**src/lbps_pkg.sv**
```systemverilog
// Package for the LED blink pattern sequencer: codes, widths and pattern ROMs.
// No dependencies; used by led_blink_pattern_sequencer.
`default_nettype none
package lbps_pkg;

  localparam int PATTERN_SLOTS = 16;
  localparam int BIDX_W = $clog2(PATTERN_SLOTS);
  localparam int BLEN_W = $clog2(PATTERN_SLOTS + 1);

  // overlay patterns are short: at most 7 slots, always below PATTERN_SLOTS
  localparam int OV_IDX_W = 3;
  localparam int OV_SLOTS = 1 << OV_IDX_W;

  localparam int TIME_W   = 32;
  localparam int PERIOD_W = 24;
  localparam int CNT_W    = $clog2(TIME_W);

  localparam logic [PERIOD_W-1:0] PERIOD_RST = PERIOD_W'(100000);

  // input modes
  localparam logic [2:0] MODE_TICK  = 3'd0;
  localparam logic [2:0] MODE_STATE = 3'd1;
  localparam logic [2:0] MODE_BOOT  = 3'd2;
  localparam logic [2:0] MODE_CMD   = 3'd3;
  localparam logic [2:0] MODE_BTN   = 3'd4;

  // base states
  localparam logic [2:0] ST_IDLE    = 3'd0;
  localparam logic [2:0] ST_CAPTURE = 3'd1;
  localparam logic [2:0] ST_ERROR   = 3'd2;
  localparam logic [2:0] ST_HOST    = 3'd3;
  localparam logic [2:0] ST_BOOT    = 3'd4;

  // boot blink choice
  localparam logic [1:0] BOOT_NONE  = 2'd0;
  localparam logic [1:0] BOOT_ONE   = 2'd1;
  localparam logic [1:0] BOOT_TWO   = 2'd2;
  localparam logic [1:0] BOOT_THREE = 2'd3;

  // overlay kinds
  localparam logic [1:0] OV_NONE = 2'd0;
  localparam logic [1:0] OV_CMD  = 2'd1;
  localparam logic [1:0] OV_BTN  = 2'd2;

  typedef struct packed {
    logic [PATTERN_SLOTS-1:0] bits;
    logic [BLEN_W-1:0]        len;
  } base_pat_t;

  typedef struct packed {
    logic [OV_SLOTS-1:0] bits;
    logic [OV_IDX_W-1:0] len;
  } ov_pat_t;

  // bit i of a pattern is slot i
  function automatic base_pat_t base_pattern(logic [2:0] st, logic [1:0] choice);
    logic [63:0] raw_bits;
    int unsigned raw_len;
    base_pat_t   p;
    raw_bits = '0;
    raw_len  = 0;
    case (st)
      ST_IDLE: begin
        raw_bits = 64'h1;  raw_len = 1;
      end
      ST_CAPTURE: begin
        raw_bits = 64'h1F; raw_len = 10;
      end
      ST_ERROR: begin
        raw_bits = 64'h15; raw_len = 16;
      end
      ST_HOST: begin
        raw_bits = 64'h3;  raw_len = 10;
      end
      ST_BOOT: begin
        case (choice)
          BOOT_ONE: begin
            raw_bits = 64'h1;  raw_len = 8;
          end
          BOOT_TWO: begin
            raw_bits = 64'h5;  raw_len = 10;
          end
          BOOT_THREE: begin
            raw_bits = 64'h15; raw_len = 12;
          end
          default: begin
            raw_bits = '0;     raw_len = 0;
          end
        endcase
      end
      default: begin
        raw_bits = '0; raw_len = 0;
      end
    endcase
    p.bits = raw_bits[PATTERN_SLOTS-1:0];
    p.len  = (raw_len > PATTERN_SLOTS) ? BLEN_W'(PATTERN_SLOTS) : BLEN_W'(raw_len);
    return p;
  endfunction

  function automatic ov_pat_t ov_pattern(logic [1:0] kind);
    ov_pat_t p;
    case (kind)
      OV_CMD: begin
        p.bits = OV_SLOTS'(8'h05); p.len = OV_IDX_W'(3);
      end
      OV_BTN: begin
        p.bits = OV_SLOTS'(8'h3E); p.len = OV_IDX_W'(7);
      end
      default: begin
        p.bits = '0;               p.len = '0;
      end
    endcase
    return p;
  endfunction

endpackage
`default_nettype wire

```
**src/led_blink_pattern_sequencer.sv**
```systemverilog
// LED blink pattern sequencer top level: state, sequencer and shared radix-2 divider.
// Depends on lbps_pkg.
//
// Usage:
//   Input words (in_valid_i/in_stall_o) carry a mode, a microsecond timestamp,
//   a base state and a boot blink count. Every word yields exactly one output
//   word (out_valid_o/out_stall_i side): the LED level and the overlay flag.
//   A service tick runs the elapsed time through a restoring divider, one
//   quotient bit per cycle; the same loop reduces the slot count modulo the
//   base pattern length. After the divide, a tick passes through an update
//   step and then the output step; every other mode goes straight from accept
//   to the output step. The divider is the only iterative unit.
//   in_stall_o is high while a word is in flight. The result sits in an output
//   register; if the receiver stalls, the sequencer holds at its last step until
//   the previous result is taken, so no word is dropped.
//   cfg_we_i writes the slot period; write it only while the block is idle.
//   Reset: idle state, no overlay, LED off, slot period 100000 us, no pending
//   output; no clearing pass.
`default_nettype none
module led_blink_pattern_sequencer (
  input  wire logic                          clk_i,
  input  wire logic                          rst_ni,
  input  wire logic                          cfg_we_i,
  input  wire logic [lbps_pkg::PERIOD_W-1:0] cfg_slot_period_us_i,
  input  wire logic                          in_valid_i,
  output logic                               in_stall_o,
  input  wire logic [2:0]                    mode_i,
  input  wire logic [lbps_pkg::TIME_W-1:0]   now_us_i,
  input  wire logic [2:0]                    new_state_i,
  input  wire logic [7:0]                    blink_count_i,
  output logic                               out_valid_o,
  input  wire logic                          out_stall_i,
  output logic                               led_on_o,
  output logic                               overlay_active_o
);

  localparam int TW = lbps_pkg::TIME_W;
  localparam int PW = lbps_pkg::PERIOD_W;
  localparam int BW = lbps_pkg::BLEN_W;
  localparam int IW = lbps_pkg::BIDX_W;
  localparam int OW = lbps_pkg::OV_IDX_W;
  localparam int CW = lbps_pkg::CNT_W;

  localparam logic [1:0] S_IDLE = 2'd0;
  localparam logic [1:0] S_DIV  = 2'd1;
  localparam logic [1:0] S_UPD  = 2'd2;
  localparam logic [1:0] S_OUT  = 2'd3;

  // control state
  logic [1:0]    fsm_q, fsm_d;
  logic [PW-1:0] period_q, period_d;
  logic [2:0]    base_q, base_d;
  logic [1:0]    choice_q, choice_d;
  logic [IW-1:0] bidx_q, bidx_d;
  logic [1:0]    ov_kind_q, ov_kind_d;
  logic [OW-1:0] ov_idx_q, ov_idx_d;
  logic [TW-1:0] last_q, last_d;
  logic          led_q, led_d;
  logic          refresh_q, refresh_d;
  logic [CW-1:0] cnt_q, cnt_d;
  logic          out_valid_q, out_valid_d;

  // datapath
  logic [TW-1:0] now_q, now_d;
  logic [TW-1:0] dvd_q, dvd_d;
  logic [PW-1:0] rem_q, rem_d;
  logic [BW-1:0] modr_q, modr_d;
  logic          out_led_q, out_led_d;
  logic          out_ov_q, out_ov_d;

  lbps_pkg::base_pat_t bpat;
  lbps_pkg::ov_pat_t   opat;

  logic [PW-1:0] period_eff;
  logic [PW:0]   rem_sh;
  logic          q_bit;
  logic [BW:0]   modr_sh;
  logic          ov_run;
  logic          level;
  logic [OW-1:0] ov_left;
  logic [BW:0]   bsum;
  logic          in_acc;
  logic          out_free;

  assign bpat       = lbps_pkg::base_pattern(base_q, choice_q);
  assign opat       = lbps_pkg::ov_pattern(ov_kind_q);
  assign period_eff = (period_q == '0) ? PW'(1) : period_q;

  // one restoring step: remainder shift, compare, subtract
  assign rem_sh  = {rem_q, dvd_q[TW-1]};
  assign q_bit   = (rem_sh >= {1'b0, period_eff});
  // running quotient modulo base length, fed one quotient bit at a time
  assign modr_sh = {modr_q, q_bit};

  assign ov_run  = (opat.len != '0) && (ov_idx_q < opat.len);
  assign ov_left = opat.len - ov_idx_q;
  assign bsum    = {1'b0, BW'(bidx_q)} + {1'b0, modr_q};

  always_comb begin
    if (ov_run) begin
      level = opat.bits[ov_idx_q];
    end else if ((bpat.len != '0) && ({1'b0, bidx_q} < bpat.len)) begin
      level = bpat.bits[bidx_q];
    end else begin
      level = 1'b0;
    end
  end

  assign in_acc   = in_valid_i && !in_stall_o;
  assign out_free = !out_valid_q || !out_stall_i;

  always_comb begin
    fsm_d       = fsm_q;
    period_d    = cfg_we_i ? cfg_slot_period_us_i : period_q;
    base_d      = base_q;
    choice_d    = choice_q;
    bidx_d      = bidx_q;
    ov_kind_d   = ov_kind_q;
    ov_idx_d    = ov_idx_q;
    last_d      = last_q;
    led_d       = led_q;
    refresh_d   = refresh_q;
    cnt_d       = cnt_q;
    out_valid_d = out_valid_q;
    now_d       = now_q;
    dvd_d       = dvd_q;
    rem_d       = rem_q;
    modr_d      = modr_q;
    out_led_d   = out_led_q;
    out_ov_d    = out_ov_q;

    if (out_valid_q && !out_stall_i) begin
      out_valid_d = 1'b0;
    end

    case (fsm_q)
      S_IDLE: begin
        if (in_acc) begin
          now_d     = now_us_i;
          refresh_d = 1'b0;
          fsm_d     = S_OUT;
          case (mode_i)
            lbps_pkg::MODE_TICK: begin
              dvd_d  = now_us_i - last_q;
              rem_d  = '0;
              modr_d = '0;
              cnt_d  = '0;
              fsm_d  = S_DIV;
            end
            lbps_pkg::MODE_STATE: begin
              if ((new_state_i <= lbps_pkg::ST_BOOT) && (new_state_i != base_q)) begin
                base_d    = new_state_i;
                bidx_d    = '0;
                last_d    = now_us_i;
                refresh_d = 1'b1;
              end
            end
            lbps_pkg::MODE_BOOT: begin
              if (blink_count_i >= 8'd3) begin
                choice_d = lbps_pkg::BOOT_THREE;
              end else if (blink_count_i == 8'd2) begin
                choice_d = lbps_pkg::BOOT_TWO;
              end else begin
                choice_d = lbps_pkg::BOOT_ONE;
              end
              base_d    = lbps_pkg::ST_BOOT;
              bidx_d    = '0;
              last_d    = now_us_i;
              refresh_d = 1'b1;
            end
            lbps_pkg::MODE_CMD, lbps_pkg::MODE_BTN: begin
              ov_kind_d = (mode_i == lbps_pkg::MODE_CMD) ? lbps_pkg::OV_CMD
                                                         : lbps_pkg::OV_BTN;
              ov_idx_d  = '0;
              last_d    = now_us_i;
              refresh_d = 1'b1;
            end
            default: begin
              refresh_d = 1'b0;
            end
          endcase
        end
      end
      S_DIV: begin
        rem_d = q_bit ? PW'(rem_sh - {1'b0, period_eff}) : rem_sh[PW-1:0];
        dvd_d = {dvd_q[TW-2:0], q_bit};
        // modr < len, so one subtract keeps it reduced
        modr_d = (modr_sh >= {1'b0, bpat.len}) ? BW'(modr_sh - {1'b0, bpat.len})
                                               : modr_sh[BW-1:0];
        cnt_d = cnt_q + CW'(1);
        if (cnt_q == CW'(TW - 1)) begin
          fsm_d = S_UPD;
        end
      end
      S_UPD: begin
        // dvd_q holds the slot count, rem_q the carried remainder
        if (dvd_q != '0) begin
          refresh_d = 1'b1;
          last_d    = now_q - {{(TW-PW){1'b0}}, rem_q};
          if (ov_run) begin
            if (dvd_q >= {{(TW-OW){1'b0}}, ov_left}) begin
              ov_kind_d = lbps_pkg::OV_NONE;
              ov_idx_d  = '0;
              bidx_d    = '0;
            end else begin
              ov_idx_d = ov_idx_q + dvd_q[OW-1:0];
            end
          end else if (bpat.len != '0) begin
            bidx_d = (bsum >= {1'b0, bpat.len}) ? IW'(bsum - {1'b0, bpat.len})
                                                : bsum[IW-1:0];
          end
        end
        fsm_d = S_OUT;
      end
      S_OUT: begin
        if (out_free) begin
          led_d       = refresh_q ? level : led_q;
          out_led_d   = refresh_q ? level : led_q;
          out_ov_d    = (ov_kind_q != lbps_pkg::OV_NONE);
          out_valid_d = 1'b1;
          fsm_d       = S_IDLE;
        end
      end
      default: begin
        fsm_d = S_IDLE;
      end
    endcase
  end

  always_ff @(posedge clk_i or negedge rst_ni) begin
    if (!rst_ni) begin
      fsm_q       <= S_IDLE;
      period_q    <= lbps_pkg::PERIOD_RST;
      base_q      <= lbps_pkg::ST_IDLE;
      choice_q    <= lbps_pkg::BOOT_NONE;
      bidx_q      <= '0;
      ov_kind_q   <= lbps_pkg::OV_NONE;
      ov_idx_q    <= '0;
      last_q      <= '0;
      led_q       <= 1'b0;
      refresh_q   <= 1'b0;
      cnt_q       <= '0;
      out_valid_q <= 1'b0;
    end else begin
      fsm_q       <= fsm_d;
      period_q    <= period_d;
      base_q      <= base_d;
      choice_q    <= choice_d;
      bidx_q      <= bidx_d;
      ov_kind_q   <= ov_kind_d;
      ov_idx_q    <= ov_idx_d;
      last_q      <= last_d;
      led_q       <= led_d;
      refresh_q   <= refresh_d;
      cnt_q       <= cnt_d;
      out_valid_q <= out_valid_d;
    end
  end

  always_ff @(posedge clk_i) begin
    now_q     <= now_d;
    dvd_q     <= dvd_d;
    rem_q     <= rem_d;
    modr_q    <= modr_d;
    out_led_q <= out_led_d;
    out_ov_q  <= out_ov_d;
  end

  assign in_stall_o       = (fsm_q != S_IDLE);
  assign out_valid_o      = out_valid_q;
  assign led_on_o         = out_led_q;
  assign overlay_active_o = out_ov_q;

  // a word in flight blocks the next one
  a_busy_after_accept: assert property (@(posedge clk_i) disable iff (!rst_ni)
    in_acc |=> in_stall_o)
    else $error("input accepted while a word was in flight");

  // a running overlay never points past its pattern
  a_ov_idx_range: assert property (@(posedge clk_i) disable iff (!rst_ni)
    (ov_kind_q != lbps_pkg::OV_NONE) |-> (ov_idx_q < opat.len))
    else $error("overlay index out of range");

  // base index stays inside the base pattern
  a_bidx_range: assert property (@(posedge clk_i) disable iff (!rst_ni)
    (bpat.len != '0) |-> ({1'b0, bidx_q} < bpat.len))
    else $error("base index out of range");

  // a pending result is never overwritten
  a_out_hold: assert property (@(posedge clk_i) disable iff (!rst_ni)
    (out_valid_q && out_stall_i) |=> (out_valid_q && $stable(out_led_q)
                                      && $stable(out_ov_q)))
    else $error("stalled result changed");

endmodule
`default_nettype wire
```
**config.mk**
```make
export PLATFORM = sky130hd
export DESIGN_NAME = led_blink_pattern_sequencer
export DESIGN_NICKNAME = d
export VERILOG_FILES = /design/src/lbps_pkg.sv /design/src/led_blink_pattern_sequencer.sv
export SDC_FILE = /design/constraint.sdc
export NUM_CORES = 1
export LEC_CHECK = 0
export ABC_AREA = 1
export BUFFER_PORTS_ARGS = -buffer_cell sky130_fd_sc_hd__buf_2
export CORE_ASPECT_RATIO = 0.5
export CORE_UTILIZATION = 30
export CTS_BUF_LIST = sky130_fd_sc_hd__clkbuf_4
export DETAILED_ROUTE_END_ITERATION = 16
export GPL_TIMING_DRIVEN = 1
export PLACE_DENSITY = 0.51
export SLEW_MARGIN = 20
export SYNTH_ARGS = -nofsm -noshare
export SYNTH_HDL_FRONTEND = slang
export SYNTH_SLANG_ARGS = --single-unit
```
**constraint.sdc**
```tcl
create_clock -name clk_i -period 5.5 [get_ports clk_i]
set_input_delay 0.275 -clock clk_i [delete_from_list [all_inputs] [get_ports clk_i]]
set_output_delay 0.275 -clock clk_i [all_outputs]
set_load 0.02 [all_outputs]
```
After elaboration in Yosys (flattened, before gate mapping):

Index checks and enable logic that the tools add are counted.

* flip-flop bits (word level): 175
* latch bits: 0
* bits in writable memories: 0
* bits in read-only memories: 0
* input port bits: 75
* output and inout port bits: 4
* word-level logic and storage cells: 176
* memories kept: 0

* add/subtract/negate cells: 9
* $mul: 0
* divide/modulo/power cells: 0
* magnitude comparators: 11
* eq/ne operators: 33
* shifts and indexed selects: 0
* muxes and demuxes: 70
* bitwise logic cells: 0
* reduce and logical (&&, ||, !) cells: 35

Operator list (count)
* 32-bit one-hot mux with 2 select lines: 3
* 32-bit 2-to-1 mux: 5
* 24-bit 2-to-1 mux: 4
* 24-bit one-hot mux with 2 select lines: 1
* 32-bit by 3-bit >= comparator with 1-bit output: 1
* 32-bit by 5-bit > comparator with 1-bit output (second input constant): 1
* 32-bit nonzero test: 1
* 32-bit by 24-bit subtractor with 32-bit output: 1
* 32-bit subtractor: 1
* 4-bit 2-to-1 mux: 7
* 25-bit by 24-bit >= comparator with 1-bit output: 1
* 5-bit one-hot mux with 5 select lines: 1
* 24-bit zero test: 1
* 2-bit 2-to-1 mux: 12
* 24-bit subtractor: 1
* 5-bit 2-to-1 mux: 4
* 5-bit one-hot mux with 2 select lines: 2
* 5-bit one-hot mux with 4 select lines: 1
* 3-bit 2-to-1 mux: 6
* 9-bit one-hot mux with 2 select lines: 1
* 4-bit one-hot mux with 2 select lines: 2
* 5-bit one-hot mux with 3 select lines: 1
* 2-bit != test (second input constant): 7
* 3-bit by 2-bit == test with 1-bit output (second input constant): 4
* other kinds (48): 89

Logic depth before layout (Yosys ltp):

* depth after elaboration: 11
* depth in mapped cells: 23
* mapped depth without buffers: 21

Least setup slack after synthesis:

No wires, ideal clock.

* kind: flip-flop to flip-flop
* start point: register fsm_q[1]
* end point: register cnt_q[3]
* setup time: 134 ps
* arrival time: 4463 ps
* data required time: 5366 ps
* setup slack: 904 ps
* cell stages (with the launch flop): 9
* path buffers: 1
* clock period less this slack: 4596 ps
* cells stage by stage: dfrtp_1 -> inv_1 -> ha_1 -> clkbuf_1 -> inv_1 -> o21ai_1 -> nand4_1 -> o22ai_1 -> a21oi_1

* cells in the longest elaborated chain, start to end: 5
* elaborated cells between the ends (all ways): 10
* classes of those cells: eq/ne: 3; mux: 1; reduce/logical: 6

RTL lines
* start: declaration: RTL line led_blink_pattern_sequencer.sv:50 `logic [1:0] fsm_q, fsm_d;`
* start signal: assignment: RTL line led_blink_pattern_sequencer.sv:245 `fsm_q <= fsm_d;`
* 2-bit nonzero test: RTL line led_blink_pattern_sequencer.sv:269 `assign in_stall_o = (fsm_q != S_IDLE);`
* 1-bit zero test: RTL line led_blink_pattern_sequencer.sv:109 `assign in_acc = in_valid_i && !in_stall_o;`
* 1-bit logical AND: RTL line led_blink_pattern_sequencer.sv:109
* 2-bit != test (no source line)
* 3-bit AND reduction (no source line)
* end signal: assignment: RTL line led_blink_pattern_sequencer.sv:255 `cnt_q <= cnt_d;`
* end: declaration: RTL line led_blink_pattern_sequencer.sv:60 `logic [CW-1:0] cnt_q, cnt_d;`

Parallel ways exist; a longest one is shown, timed or not.
A chain may end at the register's enable or synchronous reset.

Final worst setup path:

* start point: register period_q[8]
* end point: register modr_q[0], data pin

* cells in the longest elaborated chain, start to end: 6
* elaborated cells between the ends (all ways): 7
* classes of those cells: add/sub: 1; order compare: 2; mux: 3; reduce/logical: 1

RTL lines
* start: declaration: RTL line led_blink_pattern_sequencer.sv:51 `logic [PW-1:0] period_q, period_d;`
* start signal: assignment: RTL line led_blink_pattern_sequencer.sv:233 `period_q <= lbps_pkg::PERIOD_RST;`
* start signal: assignment: RTL line led_blink_pattern_sequencer.sv:246 `period_q <= period_d;`
* 24-bit zero test: RTL line led_blink_pattern_sequencer.sv:87 `assign period_eff = (period_q == '0) ? PW'(1) : period_q;`
* 24-bit 2-to-1 mux (*): RTL line led_blink_pattern_sequencer.sv:87
* 25-bit by 24-bit >= comparator with 1-bit output (*): RTL line led_blink_pattern_sequencer.sv:91 `assign q_bit = (rem_sh >= {1'b0, period_eff});`
* 5-bit subtractor / 6-bit by 5-bit >= comparator with 1-bit output (equally long branches): RTL line led_blink_pattern_sequencer.sv:188 `modr_d = (modr_sh >= {1'b0, bpat.len}) ? BW'(modr_sh - {1'b0, bpat.len})`
* 5-bit 2-to-1 mux (*): RTL line led_blink_pattern_sequencer.sv:188
* 5-bit one-hot mux with 2 select lines (*): RTL line led_blink_pattern_sequencer.sv:136 `case (fsm_q)`
* end signal: assignment: RTL line led_blink_pattern_sequencer.sv:264 `modr_q <= modr_d;`
* end: declaration: RTL line led_blink_pattern_sequencer.sv:67 `logic [BW-1:0] modr_q, modr_d;`

Every way passes the cells marked *; elsewhere a longest branch is shown, timed or not.

==> flow_summary.toml <==
[global_routing]
first_global_vias = 13120
grtUsageTotal = 0.1809
grt-ovfl-total = 0
antenna_found_initial = 1
grt_start_max_net_pins = 68
grt_pass1_wl_um = 71440

[synthesis]
synth-edff-count = 95
ys_warn_count = 0
async_flop_share = 0.4571
synth_cells = 2225
ys_ff_latch = 175
seq_area_frac_synth = 0.3299
synth.distinct_cells = 43
synth.cell_area_um2 = 14740
syn-num-nets = 2421
syn_avg_cell_area_um2 = 6.623
synth-main-ff-cell = "edfxtp_1"

[critical_path]
reg2reg_from = "period_q[8]$_DFFE_PN0P_"
critPathMostFrequentCell = "inv_1"
cpMaxStageDelayCell = "nor4_1"
worstPathCellList = "nor4_1, nand4_1, o31ai_1, ha_1, nand4_1, nand3b_4, nand3_2, inv_1, ha_1, fa_1, inv_1, a21oi_1, o21ai_0, nand2_1, nand2_1, a21oi_1, o21ai_0, inv_1"
critPathMaxStageDelay_ns = 0.65
r2r_cells = 18
cp.arrival_ns = 4.40
path_class = "flip-flop to flip-flop"
start_kind = "flip-flop"
crit_family = "simple AND/OR/NAND/NOR gates"
rr_endpoint = "modr_q[0]$_SDFFCE_PN0P_"
path_buf_inv = 3
rrSetupSlack_ns = 1.50
worstPathRequired_ns = 5.90
crit_fanout = 8
startpoint = "period_q[8]$_DFFE_PN0P_"
end_kind = "flip-flop"

[sta]
skew_ns = 0.04728
period_minus_slack_ns = 3.999
hold_violations = 0
slew_violations = 0
final.period_utilization = 0.7272
worst_pin_slew_ns = 0.9258
max_freq_ghz = 0.2500
rsz0062_at_grt = "no"
final-setup-viol-count = 0
setup-tns-final_ns = 0
maxSlewHeadroom = 0.3828

[clock_network]
clock_sinks = 175
htreeDepth = 4
ctsLongestPathBuffers = 2
cts_buffers = 17
cts_resized = 0
clk_latency_ns = 0.64
cts_root_buf = "clkbuf_4"
cts.clk_slew.worst_paths_ns = 0.19
cts_tree = "yes"

[power_and_ir_drop]
sw_frac_of_total = 0.5182
power.share.sequential = 0.257
switchingPower_mw = 4.650
p_per_area_nw_per_um2 = 532.2
comb_power_share = 0.637
clockPowerShare = 0.106
ir_drop_uv = 214.6
p_leak_nw = 8.703
intPower_mw = 4.323

[routing]
firstDrtPassIters = 12
drc = 2
routed_wl_um = 45320
via_per_inst = 4.702
drtIter0Drc = 1092
drtAntennaViolNets = 0
dr_total_vias = 14160
wire_per_inst_um = 15.05

[placement]
place_inst = 2911
place_congestion = 0.9250
port_buffers = 78
post-dp-hpwl_um = 36310

[floorplan]
die_x_um = 315.4
die_y_um = 158.7
core_um2 = 47650
ioPinCount = 79
die-area_um2 = 50070
rows = 56
initial_core_util = 0.3093

[cells_and_area]
layout.nets = 2555
drive_gt1_frac = 0.06492
fin_cells = 3011
area_growth_pct = 14.40

[outcome]
violations = "design-rule violations"
status = "finished, violations left"

[job]
maxCapViolCount = 0

[hold_path]
hold_class = "input pin to async pin"
## sequential cells by signal (all words and copies together), names as in the netlist, 3 cells and up
signal	count
ov_idx_q	3
base_q	3
modr_q	5
last_q	32
rem_q	24
bidx_q	4
dvd_q	32
now_q	32
cnt_q	5
period_q	24
## synthesized netlist by cell type, types with 2 or more instances
| cell | n | area (um^2) |
|---|---|---|
| nand4_1 | 37 | 231.5 |
| nor2_2 | 4 | 25.02 |
| nand2_1 | 752 | 2823 |
| nand3_1 | 164 | 820.8 |
| buf_2 | 9 | 45.04 |
| nand3b_1 | 12 | 90.09 |
| buf_4 | 2 | 15.01 |
| a21boi_0 | 3 | 22.52 |
| nor3_1 | 18 | 90.09 |
| or2_2 | 11 | 68.82 |
| and2_1 | 4 | 25.02 |
| a31oi_1 | 4 | 25.02 |
| o22ai_1 | 5 | 31.28 |
| fa_1 | 8 | 160.2 |
| dfrtp_1 | 74 | 1852 |
| nor3b_1 | 2 | 15.01 |
| edfxtp_1 | 95 | 2853 |
| o21ai_1 | 3 | 15.01 |
| nand2_2 | 2 | 12.51 |
| ha_1 | 113 | 1414 |
| o21ai_0 | 119 | 595.6 |
| buf_6 | 2 | 22.52 |
| inv_1 | 377 | 1415 |
| dfstp_2 | 6 | 157.7 |
| nor2_1 | 203 | 762.0 |
| a21oi_1 | 110 | 550.5 |
| clkbuf_1 | 24 | 90.09 |
| o21bai_1 | 4 | 30.03 |
| o211ai_1 | 13 | 97.59 |
| xnor2_1 | 10 | 87.58 |
| nand3_2 | 3 | 30.03 |
| xor2_1 | 14 | 122.6 |
| inv_2 | 4 | 15.01 |
| nor4_1 | 5 | 31.28 |
## metal layers
layer / track usage / wire, um
met5: 0 / 0
met4: 0.02942 / 448
met3: 0.02678 / 1796
met2: 0.2737 / 19500
met1: 0.2721 / 23570
## stage by stage
| step | cell area (um^2) | hold WS, ns | worst slack, ns | total power, mW | util |
|---|---|---|---|---|---|
| after floorplan | 14740 | -0.02059 | 0.9039 | 6.495 | - |
| after global placement | 15830 | 0.1727 | 1.537 | 7.967 | 0.3322 |
| after detailed placement | 15830 | 0.1750 | 1.482 | 8.003 | 0.3322 |
| after CTS | 16860 | 0.03492 | 1.485 | 9.030 | 0.3538 |
| after global routing | 16860 | 0.05507 | 1.232 | 9.964 | 0.3538 |
| final | 16860 | 0.07603 | 1.501 | 8.973 | 0.3538 |
## cells in the final DEF (no fill, tap or decap), types with 12 or more instances in the layout
| master | instances |
|---|---|
| nor3_1 | 18 |
| nand3_1 | 164 |
| o211ai_1 | 13 |
| nand2_1 | 752 |
| dfrtp_1 | 74 |
| nand3b_1 | 12 |
| clkbuf_4 | 18 |
| xor2_1 | 14 |
| buf_2 | 77 |
| o21ai_0 | 119 |
| nor2_1 | 203 |
| inv_1 | 377 |
| ha_1 | 111 |
| a21oi_1 | 110 |
| dlygate4sd3_1 | 67 |
| edfxtp_1 | 95 |
| nand4_1 | 37 |
## cells by family after synthesis
kind of cell,share of synthesized area
flip-flops,0.3299
multiplexers,0.0007641
XOR/XNOR,0.01426
adder cells (fa/ha/maj),0.1068
buffers and inverters,0.1090
AO/OA/AOI/OAI,0.09433
AND/OR/NAND/NOR,0.3449
## power groups by stage
| stage | clock network, mW | registers [mW] | logic (mW) |
|---|---|---|---|
| after CTS | 0.982 | 2.30 | 5.74 |
| after global placement | 0 | 2.33 | 5.64 |
| after detailed placement | 0 | 2.33 | 5.67 |
| final | 0.950 | 2.30 | 5.72 |
| after global routing | 1.03 | 2.36 | 6.57 |
| after floorplan | 0 | 2.26 | 4.23 |
## how the worst max path moves through the flow
stage	end	slack, ns	cells past startpoint
global placement	modr_q[0]$_SDFFCE_PN0P_	1.54	18
finish	modr_q[0]$_SDFFCE_PN0P_	1.50	18
global route	modr_q[0]$_SDFFCE_PN0P_	1.23	18
floorplan	cnt_q[3]$_DFFE_PN0P_	0.90	8
CTS	modr_q[0]$_SDFFCE_PN0P_	1.49	18
detailed placement	modr_q[0]$_SDFFCE_PN0P_	1.48	18
## timing repair
action                                  CTS  global route
endpoints found under the setup margin    0             0
endpoints found under the hold margin   110             0
setup buffers                             0             0
hold buffers                             67             0
## cell type report
class | instances | area (um^2)
fill | 5266 | 30790
multi-input combinational | 1631 | 8284
sequential | 175 | 4862
inverter | 381 | 1430
timing repair buffer | 153 | 1124
tap | 638 | 798.3
clock inverter | 14 | 222.7
clock buffer | 18 | 135.1
antenna | 1 | 2.502
(Power assumes the default switching activity.)
